## src/sv/assert_macros.svh

```systemverilog
// Assertion macros shared by the framebuffer RTL.
`ifndef ASSERT_MACROS_SVH
`define ASSERT_MACROS_SVH
`ifndef SYNTHESIS
// The condition must never hold at a clock edge outside reset.
`define ASSERT_NEVER(label, clk, rst_n, cond, msg) \
	label: assert property (@(posedge clk) disable iff (!rst_n) !(cond)) \
		else $error(msg);
// Whenever the antecedent holds, the consequent must hold in the same cycle.
`define ASSERT_IMPLY(label, clk, rst_n, ante, cons, msg) \
	label: assert property (@(posedge clk) disable iff (!rst_n) (ante) |-> (cons)) \
		else $error(msg);
`else
`define ASSERT_NEVER(label, clk, rst_n, cond, msg)
`define ASSERT_IMPLY(label, clk, rst_n, ante, cons, msg)
`endif
`endif

```

## src/sv/ccf_fifo.sv

```systemverilog
// Small show-ahead queue used between the framebuffer stages.
`timescale 1ns / 1ps
module ccf_fifo #(
	parameter int WIDTH = 8,
	parameter int DEPTH = 2,
	parameter int CW    = $clog2(DEPTH + 1)
) (
	input  logic             clk,
	input  logic             arst_n,
	input  logic             push,
	input  logic [WIDTH-1:0] din,
	output logic             full,
	input  logic             pop,
	output logic [WIDTH-1:0] dout,
	output logic             empty,
	output logic [CW-1:0]    count
);

	localparam int PW = (DEPTH > 1) ? $clog2(DEPTH) : 1;

	logic [WIDTH-1:0] slot_q [DEPTH];
	logic [PW-1:0]    wr_ptr_q;
	logic [PW-1:0]    rd_ptr_q;
	logic [CW-1:0]    count_q;
	logic             do_push;
	logic             do_pop;

	assign full    = (count_q == CW'(DEPTH));
	assign empty   = (count_q == '0);
	assign count   = count_q;
	assign dout    = slot_q[rd_ptr_q];
	assign do_push = push && !full;
	assign do_pop  = pop && !empty;

	always_ff @(posedge clk or negedge arst_n) begin
		if (!arst_n) begin
			wr_ptr_q <= '0;
			rd_ptr_q <= '0;
			count_q  <= '0;
		end else begin
			if (do_push) begin
				wr_ptr_q <= (wr_ptr_q == PW'(DEPTH - 1)) ? '0 : wr_ptr_q + PW'(1);
			end
			if (do_pop) begin
				rd_ptr_q <= (rd_ptr_q == PW'(DEPTH - 1)) ? '0 : rd_ptr_q + PW'(1);
			end
			if (do_push && !do_pop) begin
				count_q <= count_q + CW'(1);
			end else if (do_pop && !do_push) begin
				count_q <= count_q - CW'(1);
			end
		end
	end

	always_ff @(posedge clk) begin
		if (do_push) begin
			slot_q[wr_ptr_q] <= din;
		end
	end

endmodule

```

## config.mk

```make
export PLATFORM = sky130hd
export DESIGN_NAME = ccf_fifo
export DESIGN_NICKNAME = d
export VERILOG_FILES = /design/src/sv/assert_macros.svh /design/src/sv/ccf_fifo.sv
export SDC_FILE = /design/constraint.sdc
export NUM_CORES = 1
export LEC_CHECK = 0
export ABC_CLOCK_PERIOD_IN_PS = 1450
export CAP_MARGIN = 0
export CORE_MARGIN = 2
export CORE_UTILIZATION = 52
export CTS_CLUSTER_DIAMETER = 100
export DETAILED_ROUTE_END_ITERATION = 8
export DONT_BUFFER_PORTS = 1
export GPL_TIMING_DRIVEN = 0
export PLACE_DENSITY_LB_ADDON = 0.3
export SLEW_MARGIN = 30
export SYNTH_ARGS = -nofsm -noshare
export SYNTH_HDL_FRONTEND = slang
export SYNTH_SLANG_ARGS = --single-unit
```

## constraint.sdc

```tcl
create_clock -name clk -period 1.45 [get_ports clk]
set_input_delay 0.2175 -clock clk [delete_from_list [all_inputs] [get_ports clk]]
set_output_delay 0.2175 -clock clk [all_outputs]
set_load 0.02 [all_outputs]
```

# Word-level counts from Yosys, hierarchy flattened
# Memories as Yosys holds them, arrays and structs flattened.
# Cells that the tools add are included.
# Widths: inputs -> output; s select.
[totals]
inputBits = 12
output_inout_bits = 12
word_cells = 25
mem_count = 1
ff_bits = 4
mem_bits_rw = 16
[classes]
n_eq_ne = 1
mux = 6
n_reduce_logical = 10
n_addsub = 4
[memory_table]
columns = ["name", "depth", "word_bits", "read_ports", "rd_ports_with_merged_regs", "wr", "line", "text"]
rows = [
  ["slot_q", 2, 8, 1, 0, 1, "ccf_fifo.sv:21", "logic [WIDTH-1:0] slot_q [DEPTH];"],
]
[ops]
columns = ["op", "count"]
rows = [
  ["$logic_and 1x1->1", 4],
  ["$logic_not 1->1", 4],
  ["$mux 1", 4],
  ["$mux 2", 2],
  ["$add 1x1->1 const B", 2],
  ["$add 2x1->2 const B", 1],
  ["$eq 2x2->1 const B", 1],
  ["$logic_not 2->1", 1],
  ["$reduce_bool 2->1", 1],
  ["$sub 2x1->2 const B", 1],
]

# Depth between registers and ports, before layout
[logic_depth]
depth_word = 7
mapped_depth = 7
mapped_depth_nobuf = 7

# Worst setup path after synthesis
# OpenSTA, ideal clock, no wires.
[synth_timing]
kind = "register -> register"
from = "register count_q[0] (netlist: count[0])"
to = "memory slot_q[0][0] (enable)"
synth_period_minus_slack_ps = 1543
path_slack_ps = -93
setup_time_ps = 370
arrival_time_ps = 1173
path_buffers = 0
t_required_ps = 1080
path_stages_with_launch = 4
path_cell_list = "dfrtp_1 > nand2b_1 > nand2_2 > nor2_1"
[synth_between]
elab_chain_cells = 5
[synth_lines]
columns = ["element", "line", "text"]
rows = [
  ["start: declaration", "ccf_fifo.sv:24", "logic [CW-1:0] count_q;"],
  ["start signal: assignment", "ccf_fifo.sv:48", "count_q <= count_q + CW'(1);"],
  ["start signal: assignment", "ccf_fifo.sv:50", "count_q <= count_q - CW'(1);"],
  ["$eq 2x2->1", "ccf_fifo.sv:28", "assign full = (count_q == CW'(DEPTH));"],
  ["$logic_not 1->1", "ccf_fifo.sv:32", "assign do_push = push && !full;"],
  ["$logic_and 1x1->1", "ccf_fifo.sv:32", ""],
  ["$mux 1", "ccf_fifo.sv:56", "if (do_push) begin"],
  ["$mux 1 (implied by the code)", "ccf_fifo.sv:57", "slot_q[wr_ptr_q] <= din;"],
  ["end: declaration", "ccf_fifo.sv:21", ""],
]
# Every way passes these cells.

# Worst setup path in the final report
[layout_timing]
from = "register count_q[0] (netlist: count[0])"
to = "register count_q[1] (netlist: count[1])"
[layout_between]
elab_chain_cells = 6
word_cells_on_any_way = 15
cone_classes = "2 x add/sub; 1 x eq/ne; 2 x mux; 10 x reduce/logical"
[layout_lines]
columns = ["element", "line"]
rows = [
  ["$eq 2x2->1 or $logic_not 2->1 (tied branches)", "ccf_fifo.sv:28, ccf_fifo.sv:29"],
  ["$logic_not 1->1 (on tied branches)", "ccf_fifo.sv:32, ccf_fifo.sv:33"],
  ["$logic_and 1x1->1 (on tied branches)", "ccf_fifo.sv:32, ccf_fifo.sv:33"],
  ["$logic_not 1->1 (on tied branches)", "ccf_fifo.sv:49, ccf_fifo.sv:47"],
  ["$logic_and 1x1->1 (on tied branches)", "ccf_fifo.sv:49, ccf_fifo.sv:47"],
  ["$reduce_bool 2->1 (no line) or $mux 2 (tied branches)", "--"],
]
# Parallel ways exist; a longest one is shown, timed or not. The select of a mux whose other input is x is not followed.
# A chain may end at the register's enable or synchronous reset.

==> results.toml <==
[outcome]
outcome = "complete, but fails checks"
violations = "setup timing"

[sta]
grt_setup_unrepaired = "true"
period_share = 1.01
worst_slack_ns = -0.0103
slew_headroom = 0.725
worstMarginPinSlew_ns = 0.412
drv_slew = 0
fmaxAchievable_mhz = 685
setup-violations-final = 1
period_needed_ns = 1.46
finClkSkew_ns = 0.00519
finalSetupTns_ns = -0.0103
hold_ws_ns = 0.147
hold_viol_final = 0

[logic_synthesis]
ys_ff_latch = 20
synth.most_common_cell = "edfxtp_1"
synth.avg_cell_area_um2 = 17.8
yosys_warnings = 0
yosys.area.top_type_share = 0.614
postSynthCellCount = 44
async_flop_share = 0.200
synth_ff_type = "edfxtp_1"
synth_edf_count = 16
synth_nets = 57
ys_seq_area_frac = 0.742
yosysTopAreaCell = "edfxtp_1"
netlist_area_um2 = 782
synth_common_cells = "16 x edfxtp_1, 6 x mux2_1, 4 x dfrtp_1"
ys_types = 15
synth_area_leaders = "edfxtp_1 61%, dfrtp_1 13%, mux2_1 8.6%"

[placed_design]
place.gp.congestion = 0.623
dp.cells = 59
dp_hpwl_um = 898
io_buffers = 0
pre_cts_slack_ns = -0.0984

[global_route]
grt_overflow = 0
grt_util_all_layers = 0.159
grt_max_degree = 12
antenna_found_initial = 0
first_global_vias = 420
grt_first_pass_wirelength_um = 2010

[layout]
fill_cells = 77
diodes = 0
final_nets = 72
area_growth_pct = 27.7
drive_gt1_frac = 0.414
fin_cells = 73

[die]
io_pins = 24
fp.dieH_um = 42.8
die_x_um = 42.8
rows = 13
core_um2 = 1350
start_util = 0.579
dieArea_um2 = 1830

[worst_hold_path]
min_path_type = "in -> reg"
hp-start = "pop"
holdPathEnd = "rd_ptr_q"
holdPathStages = 2

[setup_path]
r2r_slack_ns = -0.01
start_kind = "register"
worst_path_dominant_cell_family = "flip-flops"
crit_type = "reg -> reg"
endpoint_kind = "register"
path_cells = "nand2b_4, nand2_4, inv_2, ha_4, xor2_1, nor2_2, xor2_1"
crit_arrival_ns = 1.67
max_stage_delay_ns = 0.51
path_buf_inv = 1
reg2reg_from = "count[0]"
crit_fanout = 6
worstReg2RegEnd = "count[1]"
crit_required_ns = 1.66
slowest_stage = "dfrtp_2"
crit_top_cell = "xor2_1"
rr_worst_depth = 7

[power_and_ir_drop]
powerDensity_nw_per_um2 = 2080
ir_worst_vdd_mv = 1.54
switching_power_mw = 0.777
p_leak_nw = 0.393
comb_power_share = 0.413
p_seq_frac = 0.468
internal-power_mw = 1.30
clockPowerShare = 0.120
swShare = 0.374
power.total_mw = 2.08

[clock_network]
cts_num_sinks = 20
cts_max_level = 1
cts_tree = "done"
clkTransAtPathRegs_ns = 0.10
ctsLongestPathBuffers = 2
worst_skew_pair.late_latency_ns = 0.29
cts_made_buffers = 3
cts_root_buf = "clkbuf_4"

[drt]
firstDrtPassIters = 4
wl_per_cell_um = 18.0
detail-route-antenna-nets = 0
drt-total-wl_um = 1320
vias_per_cell = 5.66
drc_errors = 0
via_count = 413
drtIter0Drc = 7

[job]
cap_violations = 0
-- cell type report --
class | count | area (µm²) | share of cell area
clock inverter | 1 | 3.75 | 0.00376
multi-input combinational | 21 | 254 | 0.254
timing repair buffer | 10 | 97.6 | 0.0977
tap | 15 | 18.8 | 0.0188
sequential | 20 | 583 | 0.584
clock buffer | 3 | 22.5 | 0.0226
buffer | 1 | 11.3 | 0.0113
inverter | 2 | 7.51 | 0.00752
-- per-stage QoR --
step | area [µm²] | utilization
finish | 998 | 0.740
global route | 998 | 0.740
CTS | 883 | 0.654
detailed placement | 812 | 0.601
global placement | 812 | 0.601
floorplan | 793 | -
-- metal layers --
layer  track usage  share of wire
met1         0.183           0.34
met5             0              0
met3        0.0511          0.056
met2         0.285           0.60
met4        0.0375              0
-- flip-flops by register name (all words and copies together) (netlist names) --
name / flops
rd_ptr_q: 1
count: 2
slot_q: 16
wr_ptr_q: 1
-- how the worst max path moves through the flow --
stage | startpoint | endpoint | depth (start not counted)
floorplan | count[0] | count[1] | 7
global placement | count[0] | count[1] | 7
detailed placement | count[0] | count[1] | 6
CTS | count[0] | count[1] | 7
global route | count[0] | slot_q[0][5] | 3
finish | count[0] | count[1] | 7
-- worst register-to-register path: stages, from the launching register on --
cell and delay [ns]:
dfrtp_2 0.51, nand2b_4 0.20, nand2_4 0.08, inv_2 0.05, ha_4 0.15, xor2_1 0.14, nor2_2 0.11, xor2_1 0.15
-- power by group through the flow --
stage               Clock (mW)  Combinational (mW)  Sequential, mW
floorplan                    0               0.572           0.933
global placement             0               0.624           0.943
detailed placement           0               0.651           0.963
CTS                      0.254               0.754           0.967
global route             0.286               0.910           0.987
finish                   0.249               0.858           0.972
-- what timing repair did --
item / in CTS / in global routing
hold buffers: 1 / 8
endpoints found under the setup margin: 18 / 26
gates resized for setup: 14 / 10
pin swaps: 2 / 1
buffers inserted: 1 / 0
hold endpoints to repair: 4 / 16
-- cell families after synthesis --
group	after synthesis	synth area share
simple gates	6	0.0384
xor+xnor	5	0.0656
buf+inv	3	0.0160
mux	8	0.115
fa+ha+maj	1	0.0160
compound gates	1	0.00639
flops	20	0.742
-- cells in the final DEF, fill, tap and decap left out --
cell type      Yosys  final
mux2_4             0      8
edfxtp_1          16     16
buf_4              0      1
o21ai_2            0      1
and3_2             0      1
nand2_4            0      1
xor2_1             2      2
clkbuf_4           0      3
nand2b_4           0      1
xnor2_1            2      2
dlygate4sd3_1      0      9
nor2_2             0      2
clkinv_1           0      1
buf_6              0      1
dfrtp_1            4      2
xnor2_2            1      1
dfrtp_2            0      2
inv_1              2      1
inv_2              0      1
nor2_1             3      1
ha_4               0      1
No activity file was read; power rests on OpenSTA's default activity.
