**src/sv/assert_macros.svh**
```systemverilog
// Assertion macros shared by the framebuffer RTL.
`ifndef ASSERT_MACROS_SVH
`define ASSERT_MACROS_SVH
`ifndef SYNTHESIS
// The condition must never hold at a clock edge outside reset.
`define ASSERT_NEVER(label, clk, rst_n, cond, msg) \
	label: assert property (@(posedge clk) disable iff (!rst_n) !(cond)) \
		else $error(msg);
// Whenever the antecedent holds, the consequent must hold in the same cycle.
`define ASSERT_IMPLY(label, clk, rst_n, ante, cons, msg) \
	label: assert property (@(posedge clk) disable iff (!rst_n) (ante) |-> (cons)) \
		else $error(msg);
`else
`define ASSERT_NEVER(label, clk, rst_n, cond, msg)
`define ASSERT_IMPLY(label, clk, rst_n, ante, cons, msg)
`endif
`endif

```
**src/sv/ccf_pkg.sv**
```systemverilog
// Shared types and constants of the clipped character framebuffer.
`timescale 1ns / 1ps
package ccf_pkg;

	localparam int COORD_W    = 11;
	localparam int GEN_W      = 12;
	localparam int RECT_W     = 10;
	localparam int CHAR_W     = 8;
	localparam int FW_W       = 8;
	localparam int FH_W       = 7;
	localparam int CFG_IDX_W  = 2;
	localparam int CFG_DATA_W = 8;

	localparam int CMD_DEPTH  = 2;
	localparam int RES_DEPTH  = 4;
	localparam int RES_CNT_W  = $clog2(RES_DEPTH + 1);

	localparam logic [CHAR_W-1:0] RESET_BLANK  = 8'd32;
	localparam logic [FW_W-1:0]   RESET_WIDTH  = 8'd128;
	localparam logic [FH_W-1:0]   RESET_HEIGHT = 7'd64;

	localparam logic [CFG_IDX_W-1:0] REG_FRAME_WIDTH  = 2'd0;
	localparam logic [CFG_IDX_W-1:0] REG_FRAME_HEIGHT = 2'd1;
	localparam logic [CFG_IDX_W-1:0] REG_BLANK_CODE   = 2'd2;

	typedef enum logic [1:0] {
		REQ_GET   = 2'd0,
		REQ_PUT   = 2'd1,
		REQ_RECT  = 2'd2,
		REQ_CLEAR = 2'd3
	} req_t;

	typedef struct packed {
		logic [FW_W-1:0]   frame_width;
		logic [FH_W-1:0]   frame_height;
		logic [CHAR_W-1:0] blank_code;
	} cfg_t;

	// Classified request; coordinates are two's complement, one bit wider than the ports.
	// A zero height skips the side columns, a zero width skips the top and bottom rows.
	typedef struct packed {
		req_t              kind;
		logic [GEN_W-1:0]  pos_x;
		logic [GEN_W-1:0]  pos_y;
		logic [GEN_W-1:0]  end_x;
		logic [GEN_W-1:0]  end_y;
		logic              no_sides;
		logic              no_edges;
		logic [CHAR_W-1:0] char_value;
	} cmd_t;

	typedef struct packed {
		logic [CHAR_W-1:0] read_value;
		logic              in_range;
	} res_t;

endpackage

```
**src/sv/ccf_fifo.sv**
```systemverilog
// Small show-ahead queue used between the framebuffer stages.
`timescale 1ns / 1ps
module ccf_fifo #(
	parameter int WIDTH = 8,
	parameter int DEPTH = 2,
	parameter int CW    = $clog2(DEPTH + 1)
) (
	input  logic             clk,
	input  logic             arst_n,
	input  logic             push,
	input  logic [WIDTH-1:0] din,
	output logic             full,
	input  logic             pop,
	output logic [WIDTH-1:0] dout,
	output logic             empty,
	output logic [CW-1:0]    count
);

	localparam int PW = (DEPTH > 1) ? $clog2(DEPTH) : 1;

	logic [WIDTH-1:0] slot_q [DEPTH];
	logic [PW-1:0]    wr_ptr_q;
	logic [PW-1:0]    rd_ptr_q;
	logic [CW-1:0]    count_q;
	logic             do_push;
	logic             do_pop;

	assign full    = (count_q == CW'(DEPTH));
	assign empty   = (count_q == '0);
	assign count   = count_q;
	assign dout    = slot_q[rd_ptr_q];
	assign do_push = push && !full;
	assign do_pop  = pop && !empty;

	always_ff @(posedge clk or negedge arst_n) begin
		if (!arst_n) begin
			wr_ptr_q <= '0;
			rd_ptr_q <= '0;
			count_q  <= '0;
		end else begin
			if (do_push) begin
				wr_ptr_q <= (wr_ptr_q == PW'(DEPTH - 1)) ? '0 : wr_ptr_q + PW'(1);
			end
			if (do_pop) begin
				rd_ptr_q <= (rd_ptr_q == PW'(DEPTH - 1)) ? '0 : rd_ptr_q + PW'(1);
			end
			if (do_push && !do_pop) begin
				count_q <= count_q + CW'(1);
			end else if (do_pop && !do_push) begin
				count_q <= count_q - CW'(1);
			end
		end
	end

	always_ff @(posedge clk) begin
		if (do_push) begin
			slot_q[wr_ptr_q] <= din;
		end
	end

endmodule

```
**src/sv/ccf_front.sv**
```systemverilog
// Front end: decodes incoming requests and queues them for the back end.
`timescale 1ns / 1ps
module ccf_front (
	input  logic                          clk,
	input  logic                          arst_n,
	input  logic                          push,
	input  logic [1:0]                    req_type,
	input  logic [ccf_pkg::COORD_W-1:0]   pos_x,
	input  logic [ccf_pkg::COORD_W-1:0]   pos_y,
	input  logic [ccf_pkg::RECT_W-1:0]    rect_width,
	input  logic [ccf_pkg::RECT_W-1:0]    rect_height,
	input  logic [ccf_pkg::CHAR_W-1:0]    char_value,
	output logic                          cmd_full,
	input  logic                          cmd_pop,
	output ccf_pkg::cmd_t                 cmd,
	output logic                          cmd_empty
);
	import ccf_pkg::*;

	localparam int CMD_CNT_W = $clog2(CMD_DEPTH + 1);

	cmd_t                 cmd_in;
	logic [GEN_W-1:0]     x_ext;
	logic [GEN_W-1:0]     y_ext;
	logic [CMD_CNT_W-1:0] cmd_count;

	// Sign-extend by one bit so that the far corner of any rectangle fits.
	assign x_ext = {pos_x[COORD_W-1], pos_x};
	assign y_ext = {pos_y[COORD_W-1], pos_y};

	always_comb begin
		cmd_in.kind       = req_t'(req_type);
		cmd_in.pos_x      = x_ext;
		cmd_in.pos_y      = y_ext;
		cmd_in.end_x      = x_ext + GEN_W'(rect_width) - GEN_W'(1);
		cmd_in.end_y      = y_ext + GEN_W'(rect_height) - GEN_W'(1);
		cmd_in.no_sides   = (rect_height == '0);
		cmd_in.no_edges   = (rect_width == '0);
		cmd_in.char_value = char_value;
	end

	ccf_fifo #(
		.WIDTH ($bits(cmd_t)),
		.DEPTH (CMD_DEPTH)
	) u_cmd_fifo (
		.clk    (clk),
		.arst_n (arst_n),
		.push   (push),
		.din    (cmd_in),
		.full   (cmd_full),
		.pop    (cmd_pop),
		.dout   (cmd),
		.empty  (cmd_empty),
		.count  (cmd_count)
	);

	logic unused_count;
	assign unused_count = ^cmd_count;

endmodule

```
**config.mk**
```make
export PLATFORM = sky130hd
export DESIGN_NAME = ccf_front
export DESIGN_NICKNAME = d
export VERILOG_FILES = /design/src/sv/assert_macros.svh /design/src/sv/ccf_pkg.sv /design/src/sv/ccf_fifo.sv /design/src/sv/ccf_front.sv
export SDC_FILE = /design/constraint.sdc
export NUM_CORES = 1
export LEC_CHECK = 0
export ABC_AREA = 1
export BUFFER_PORTS_ARGS = -buffer_cell sky130_fd_sc_hd__buf_2
export CAP_MARGIN = 5
export CORE_AREA = 2 2 155 119
export CTS_BUF_LIST = sky130_fd_sc_hd__clkbuf_8
export DETAILED_ROUTE_END_ITERATION = 8
export DIE_AREA = 0 0 157 121
export SKIP_CTS_REPAIR_TIMING = 1
export SYNTH_ARGS = -nofsm -noshare
export SYNTH_HDL_FRONTEND = slang
export SYNTH_SLANG_ARGS = --single-unit
```
**constraint.sdc**
```tcl
create_clock -name clk -period 3.6 [get_ports clk]
set_input_delay 0.72 -clock clk [delete_from_list [all_inputs] [get_ports clk]]
set_output_delay 0.72 -clock clk [all_outputs]
set_load 0.05 [all_outputs]
```
==> Yosys cells after proc, flatten, opt, wreduce, memory -nomap -nowiden <==
Memories as Yosys holds them, arrays and structs flattened.
Index checks and enable logic that the tools add are counted.
Widths: inputs -> output; s select.
{ "word_totals": {"out_inout_bits": 62, "input_bits": 56, "regBits": 4, "wordCells": 31, "mem_bits_rw": 120, "mem_count": 1} }
{ "classes": {"reduce_logical": 12, "n_addsub": 8, "n_eq_ne": 1, "n_mux": 6} }
{ "mem_list": {"columns": ["name", "words", "width", "read_ports", "rd_clocked_by_memory_dff", "wr", "line_no", "source"], "rows": [
  ["u_cmd_fifo.slot_q", 2, 60, 1, 0, 1, "ccf_fifo.sv:21", "logic [WIDTH-1:0] slot_q [DEPTH];"]
]} }
{ "ops": {"columns": ["cell", "count"], "rows": [
  ["$add 11x11->12", 2],
  ["$sub 12x1->12 const B", 2],
  ["$logic_not 10->1", 2],
  ["$logic_and 1x1->1", 4],
  ["$logic_not 1->1", 4],
  ["$mux 1", 4],
  ["$mux 2", 2],
  ["$add 1x1->1 const B", 2],
  ["$add 2x1->2 const B", 1],
  ["$eq 2x2->1 const B", 1],
  ["$logic_not 2->1", 1],
  ["$reduce_bool 2->1", 1],
  ["$sub 2x1->2 const B", 1]
]} }

==> Longest topological paths before layout <==
Gate-level depths: netlist of the first run.
{ "depth": {"depth_word": 7, "mapped_depth": 12} }

==> Hierarchy <==
Synthesis of the first run repeated with hierarchy kept, for this count alone.
{ "unflattened": {"cells_unflattened": 625, "hier_area_um2": 6162.2} }
{ "modules_own_cells": {"columns": ["mod", "area_each_um2", "instances", "cells_per_inst"], "rows": [
  ["ccf_fifo", 4598.2, 1, 345],
  ["ccf_front", 1564.0, 1, 280]
]} }

==> Least setup slack after synthesis of the first run <==
OpenSTA, ideal clock, no wires.
{ "synth_timing": {"kind": "input to register", "from": "in push", "to": "mem u_cmd_fifo.slot_q[1][0] (netlist bit) (enable)", "arrival_ns": 3.271, "path_slack_ns": -0.146, "required_time_ns": 3.125, "stages": 2, "path_buffers": 0, "path_cell_list": "o21ai_1 -> nor2_1"} }
{ "synth_via": {"elab_chain_cells": 3} }
{ "synth_rtl": {"columns": ["element", "line_no", "source"], "rows": [
  ["from (decl)", "ccf_front.sv:6", "input logic push,"],
  ["$logic_and 1x1->1", "ccf_fifo.sv:32", "assign do_push = push && !full;"],
  ["$mux 1", "ccf_fifo.sv:56", "if (do_push) begin"],
  ["$mux 1 (not written as such)", "ccf_fifo.sv:57", "slot_q[wr_ptr_q] <= din;"],
  ["to (decl)", "ccf_fifo.sv:21", null]
]} }
No other way between the ends.

==> impl_metrics.tcl, run 1 <==
set metrics [dict create \
    p_seq_share_pct 31.9 \
    drt-total-wl_mm 13.6 \
    criticalPathCategory "reg2out" \
    final_antenna_net_count 0 \
    clk_path_buf_depth 2 \
    yosysMostFrequentCell "nand2_1" \
    synth.cell_area_mm2 0.00600 \
    async_flop_share_pct 3.33 \
    hold_viol 0 \
    critPathArrivalTime_ns 1.96 \
    seq_area_frac_synth_pct 59.7 \
    switching_share_pct 47.8 \
    required_ns 2.88 \
    design.core.area_mm2 0.0174 \
    start_kind "register" \
    num_rows 42 \
    clock_sinks 120 \
    synth_top_flop_cell "edfxtp_1" \
    clock.fmax_mhz 374 \
    p_int_w 0.00335 \
    combPwrFrac_pct 47.9 \
    tightestPinTransition_ns 0.815 \
    root_buffer "clkbuf_8" \
    slew_headroom_pct 45.2 \
    dp_hpwl_mm 9.53 \
    clock_latency_ns 0.43 \
    finalSetupTns_ns 0 \
    outcome "complete, no violations" \
    min_path_type "in2async" \
    clk_pin_slew_ns 0.07 \
    grt_pass1_vias 4139 \
    yosys.area.top_type_share_pct 58.0 \
    portBuffers 117 \
    drc 0 \
    wl_per_cell_um 13.7 \
    antenna_cells 0 \
    vdd_drop_max_v 0.000466 \
    maxSlewViolCount 0 \
    routed-via-count 4295 \
    crit_path_end "cmd[35]" \
    die_y_um 121 \
    avgSynthCellArea_um2 9.88 \
    rr_endpoint "u_cmd_fifo.slot_q[1][24]$_DFFE_PP_" \
    grt-ovfl-total 0 \
    synth_largest_area_cell "edfxtp_1" \
    synth_seq_cells 120 \
    rsz0062_at_grt "no" \
    cp-end-kind "primary output" \
    yosysUniqueCellTypes 24 \
    htreeDepth 4 \
    die-area_mm2 0.0190 \
    path_max_fanout 19 \
    grt_pass1_wl_mm 21.3 \
    min_period_ns 2.68 \
    grt_usage_pct 15.1 \
    setup_viol 0 \
    synth_area_leaders "edfxtp_1 (58%), nand2_1 (15%), ha_1 (8.5%)" \
    cts_tree "yes" \
    clkPwrFrac_pct 20.2 \
    initial_core_util_pct 34.5 \
    drive_gt1_share_pct 22.0 \
    r2r.worst_path.cells 4 \
    switching_power_w 0.00307 \
    grt_antenna_before_repair 0 \
    ios 118 \
    synth-edff-count 116 \
    synth_top_cells_by_count "nand2_1 (237), edfxtp_1 (116), inv_1 (110)" \
    cap_violations 0 \
    synthToLayoutAreaGrowth_pct 21.6 \
    drtIter0Drc 273 \
    r2r_slack_ns 1.72 \
    r2r-start "u_cmd_fifo.count[1]$_DFFE_PN0P_" \
    finalPower_w 0.00641 \
    crit_path_start "u_cmd_fifo.rd_ptr_q$_DFFE_PN0P_" \
    finalWeightedCongestion 0.853 \
    dr.pass1.iters 5 \
    layout.nets 836 \
    numCtsBuffers 17 \
    grt_max_degree 59 \
    power_leakage_nw 3.57 \
    vias_per_cell 4.33 \
    chipWidth_um 157 \
    worst_clock_skew_ns 0.00924 \
    yosysWarningCount 0 \
    netlist_instances 608 \
    post-route-period-util_pct 74.4 \
    power.density_mw_per_mm2 878 \
    syn-num-nets 707 \
]
worst min-delay path by stage:
| stage | cells after the start | end | slack, ns | from |
|---|---|---|---|---|
| global route | 1 | u_cmd_fifo.wr_ptr_q$_DFFE_PN0P_ | 0.04 | arst_n |
| floorplan | 0 | u_cmd_fifo.count[0]$_DFFE_PN0P_ | 0.42 | arst_n |
| CTS | 1 | u_cmd_fifo.wr_ptr_q$_DFFE_PN0P_ | 0.05 | arst_n |
| global placement | 1 | u_cmd_fifo.count[1]$_DFFE_PN0P_ | 0.54 | arst_n |
| finish | 1 | u_cmd_fifo.wr_ptr_q$_DFFE_PN0P_ | 0.08 | arst_n |
| detailed placement | 1 | u_cmd_fifo.count[1]$_DFFE_PN0P_ | 0.54 | arst_n |
critical path, stage by stage, from the launching register on:
cell	delay, ns
dfrtp_2	0.41
inv_2	0.28
buf_4	0.34
nand2_1	0.08
nand2_1	0.11
buf_2	0.28
sequential cells by signal (all words and copies together) (netlist names):
| register | flops |
|---|---|
| u_cmd_fifo.slot_q | 116 |
| u_cmd_fifo.count | 2 |
| u_cmd_fifo.rd_ptr_q | 1 |
| u_cmd_fifo.wr_ptr_q | 1 |
metal layers:
| layer | global-route usage (%) | up-vias | share of wire, % |
|---|---|---|---|
| met4 | 5.50 | 0 | 1.4 |
| met1 | 22.1 | 1969 | 53 |
| met2 | 21.1 | 123 | 40 |
| li1 | - | 2187 | - |
| met3 | 4.14 | 16 | 6.0 |
| met5 | 0 | - | 0 |
logic make-up (layout without fill, tap and decap cells):
family | after synthesis | in the layout | share of synthesized area [%]
and+or+nand+nor | 288 | 288 | 19.1
buffers and inverters | 126 | 268 | 8.54
DFF | 120 | 120 | 59.7
adders and majority gates | 43 | 43 | 9.21
AOI/OAI and AO/OA | 20 | 20 | 1.88
xor gates and xnor gates | 11 | 11 | 1.60
stage by stage:
stage          worst slack (ns)  utilization, %  hold WS, ns  instance area [um^2]  std cells
2_1_floorplan             0.816               -        0.424                  6010        608
3_3_place_gp              0.966            39.6        0.536                  6890        960
3_5_place_dp              0.898            39.6        0.539                  6890        960
4_1_cts                   0.829            42.0       0.0502                  7300        992
5_1_grt                   0.752            42.0       0.0448                  7300        992
6_report                  0.923            42.0       0.0821                  7300        992
final cells by class:
| cell class | instances | area [um^2] |
|---|---|---|
| fillers | 1701 | 10100 |
| clock inverters | 15 | 184 |
| multi-input cells | 362 | 1920 |
| flip-flops and latches | 120 | 3580 |
| well taps | 242 | 303 |
| inverters | 111 | 417 |
| repair buffers | 125 | 658 |
| clock buffers | 17 | 234 |
cells in the final DEF, fill, tap and decap left out, types with 6 or more instances in the layout:
cell type | netlist | routed
ha_1 | 41 | 41
nand2_1 | 237 | 237
a21oi_1 | 13 | 13
clkbuf_8 | 0 | 17
edfxtp_1 | 116 | 116
buf_2 | 8 | 117
xor2_1 | 8 | 8
inv_1 | 110 | 112
nor2_1 | 20 | 18
nand3_1 | 14 | 14
buf_4 | 6 | 7
nand4_1 | 6 | 6
power by group through the flow:
stage	clock network [W]	logic (W)	registers (W)
finish	0.00129	0.00307	0.00205
global route	0.00140	0.00332	0.00208
CTS	0.00133	0.00311	0.00205
detailed placement	0	0.00310	0.00208
global placement	0	0.00310	0.00207
floorplan	0	0.00234	0.00207
Power figures use the tool's default switching activity.
==> inputs of run 2 (changes only) <==
==> constraint.sdc (replaced) <==
create_clock -name clk -period 2.8 [get_ports clk]
set_input_delay 0.56 -clock clk [delete_from_list [all_inputs] [get_ports clk]]
set_output_delay 0.56 -clock clk [all_outputs]
set_load 0.05 [all_outputs]
==> impl_metrics.tcl, run 2 (same netlist as run 1, synthesis figures left out) <==
set metrics [dict create \
    root_buffer "clkbuf_8" \
    vdd_drop_max_v 0.000700 \
    largest_register_ffs 116 \
    rsz0062_at_grt "no" \
    power_leakage_nw 3.56 \
    layout_common_cells "nand2_1 (237), buf_2 (117), edfxtp_1 (116)" \
    power.density_mw_per_mm2 1130 \
    worst_clock_skew_ns 0.0138 \
    cp-end-kind "primary output" \
    grt_usage_pct 14.7 \
    die_y_um 121 \
    drt-total-wl_mm 13.3 \
    ios 118 \
    routed-via-count 4249 \
    vias_per_cell 4.28 \
    antenna_cells 0 \
    top_register "u_cmd_fifo.slot_q" \
    outcome "complete, no violations" \
    tightestPinTransition_ns 0.734 \
    numCtsBuffers 17 \
    clock_sinks 120 \
    layout_commonest_cell "nand2_1" \
    clock.fmax_mhz 388 \
    initial_core_util_pct 34.5 \
    setup_viol 0 \
    finalWeightedCongestion 0.831 \
    grt-ovfl-total 0 \
    r2r.worst_path.cells 6 \
    finalSetupTns_ns 0 \
    grt_antenna_before_repair 0 \
    maxSlewViolCount 0 \
    min_path_type "in2reg" \
    drc 0 \
    post-route-period-util_pct 92.1 \
    clk_path_buf_depth 2 \
    min_period_ns 2.58 \
    final_antenna_net_count 0 \
    hold_viol 0 \
    dp_hpwl_mm 9.34 \
    chipWidth_um 157 \
    synthToLayoutAreaGrowth_pct 21.9 \
    r2r_slack_ns 1.01 \
    min_path_cells 1 \
    clk_pin_slew_ns 0.07 \
    finalPower_w 0.00827 \
    wl_per_cell_um 13.4 \
    htreeDepth 4 \
    hold_path_end "u_cmd_fifo.slot_q[1][0]$_DFFE_PP_" \
    design.core.area_mm2 0.0174 \
    path_max_fanout 38 \
    portBuffers 117 \
    drive_gt1_share_pct 22.4 \
    num_rows 42 \
    cts_tree "yes" \
    required_ns 2.24 \
    r2r-start "u_cmd_fifo.count[0]$_DFFE_PN0P_" \
    layout.nets 837 \
    criticalPathCategory "reg2out" \
    grt_pass1_vias 3963 \
    slew_headroom_pct 50.6 \
    critPathArrivalTime_ns 2.02 \
    drtIter0Drc 232 \
    cap_violations 0 \
    die-area_mm2 0.0190 \
    rr_endpoint "u_cmd_fifo.count[1]$_DFFE_PN0P_" \
    clock_latency_ns 0.44 \
    dr.pass1.iters 4 \
    grt_pass1_wl_mm 20.9 \
    grt_max_degree 39 \
    min_from "char_value[0]" \
    start_kind "register" \
]
-- run 2: cell count changes in the layout (fill, tap and decap cells not counted), sizes merged --
cell         previous run  this run
clkinvlp                0         2
dlygate4sd3             0         1
inv                   115       114
clkinv                  7         6
-- run 2: worst max-delay path: stages (launching register included) --
cell     delay (ns)
dfrtp_2        0.56
inv_2          0.10
buf_4          0.39
nand2_1        0.09
nand2_1        0.12
buf_2          0.27
-- run 2: cell type report --
class | count | area (um^2)
repair buffers | 126 | 656
well taps | 242 | 303
multi-input cells | 362 | 1920
inverters | 111 | 417
flip-flops and latches | 120 | 3580
fillers | 1689 | 10100
clock inverters | 15 | 200
clock buffers | 17 | 234
-- run 2: worst max-delay path by stage --
stage                     cells after the start  slack (ns)                             from                                  to
after floorplan                               2        0.18                             push   u_cmd_fifo.slot_q[1][0]$_DFFE_PP_
after CTS                                     5        0.13  u_cmd_fifo.rd_ptr_q$_DFFE_PN0P_                             cmd[27]
after detailed placement                     11        0.27                         pos_y[1]  u_cmd_fifo.slot_q[1][21]$_DFFE_PP_
final                                         5        0.22  u_cmd_fifo.rd_ptr_q$_DFFE_PN0P_                             cmd[27]
after global routing                          5        0.02  u_cmd_fifo.rd_ptr_q$_DFFE_PN0P_                             cmd[25]
after global placement                       11        0.32                         pos_y[1]  u_cmd_fifo.slot_q[0][21]$_DFFE_PP_
-- run 2: layer usage --
layer / part of all wire [%] / routed length, um / GRT usage, % / vias up
li1: - / - / - / 2192
met1: 53 / 7020 / 21.5 / 1940
met2: 41 / 5440 / 20.9 / 102
met3: 5.0 / 671 / 3.50 / 15
met4: 1.5 / 202 / 6.02 / 0
met5: 0 / 0 / 0 / -
-- run 2: stage by stage --
step | instance area, um^2 | hold WS [ns] | setup WS, ns | util, % | cells
3_5_place_dp | 6870 | 0.381 | 0.273 | 39.5 | 960
2_1_floorplan | 6010 | 0.264 | 0.176 | - | 608
3_3_place_gp | 6870 | 0.376 | 0.324 | 39.5 | 960
6_report | 7320 | 0.307 | 0.220 | 42.1 | 993
4_1_cts | 7310 | -0.124 | 0.127 | 42.0 | 992
5_1_grt | 7320 | 0.265 | 0.0183 | 42.1 | 993
-- run 2: power breakdown --
group | switching [W] | internal [W] | total (W)
clock network | 0.000751 | 0.000972 | 0.00172
logic | 0.00307 | 0.000809 | 0.00388
registers | 0.000148 | 0.00252 | 0.00267
total | 0.00397 | 0.00430 | 0.00827
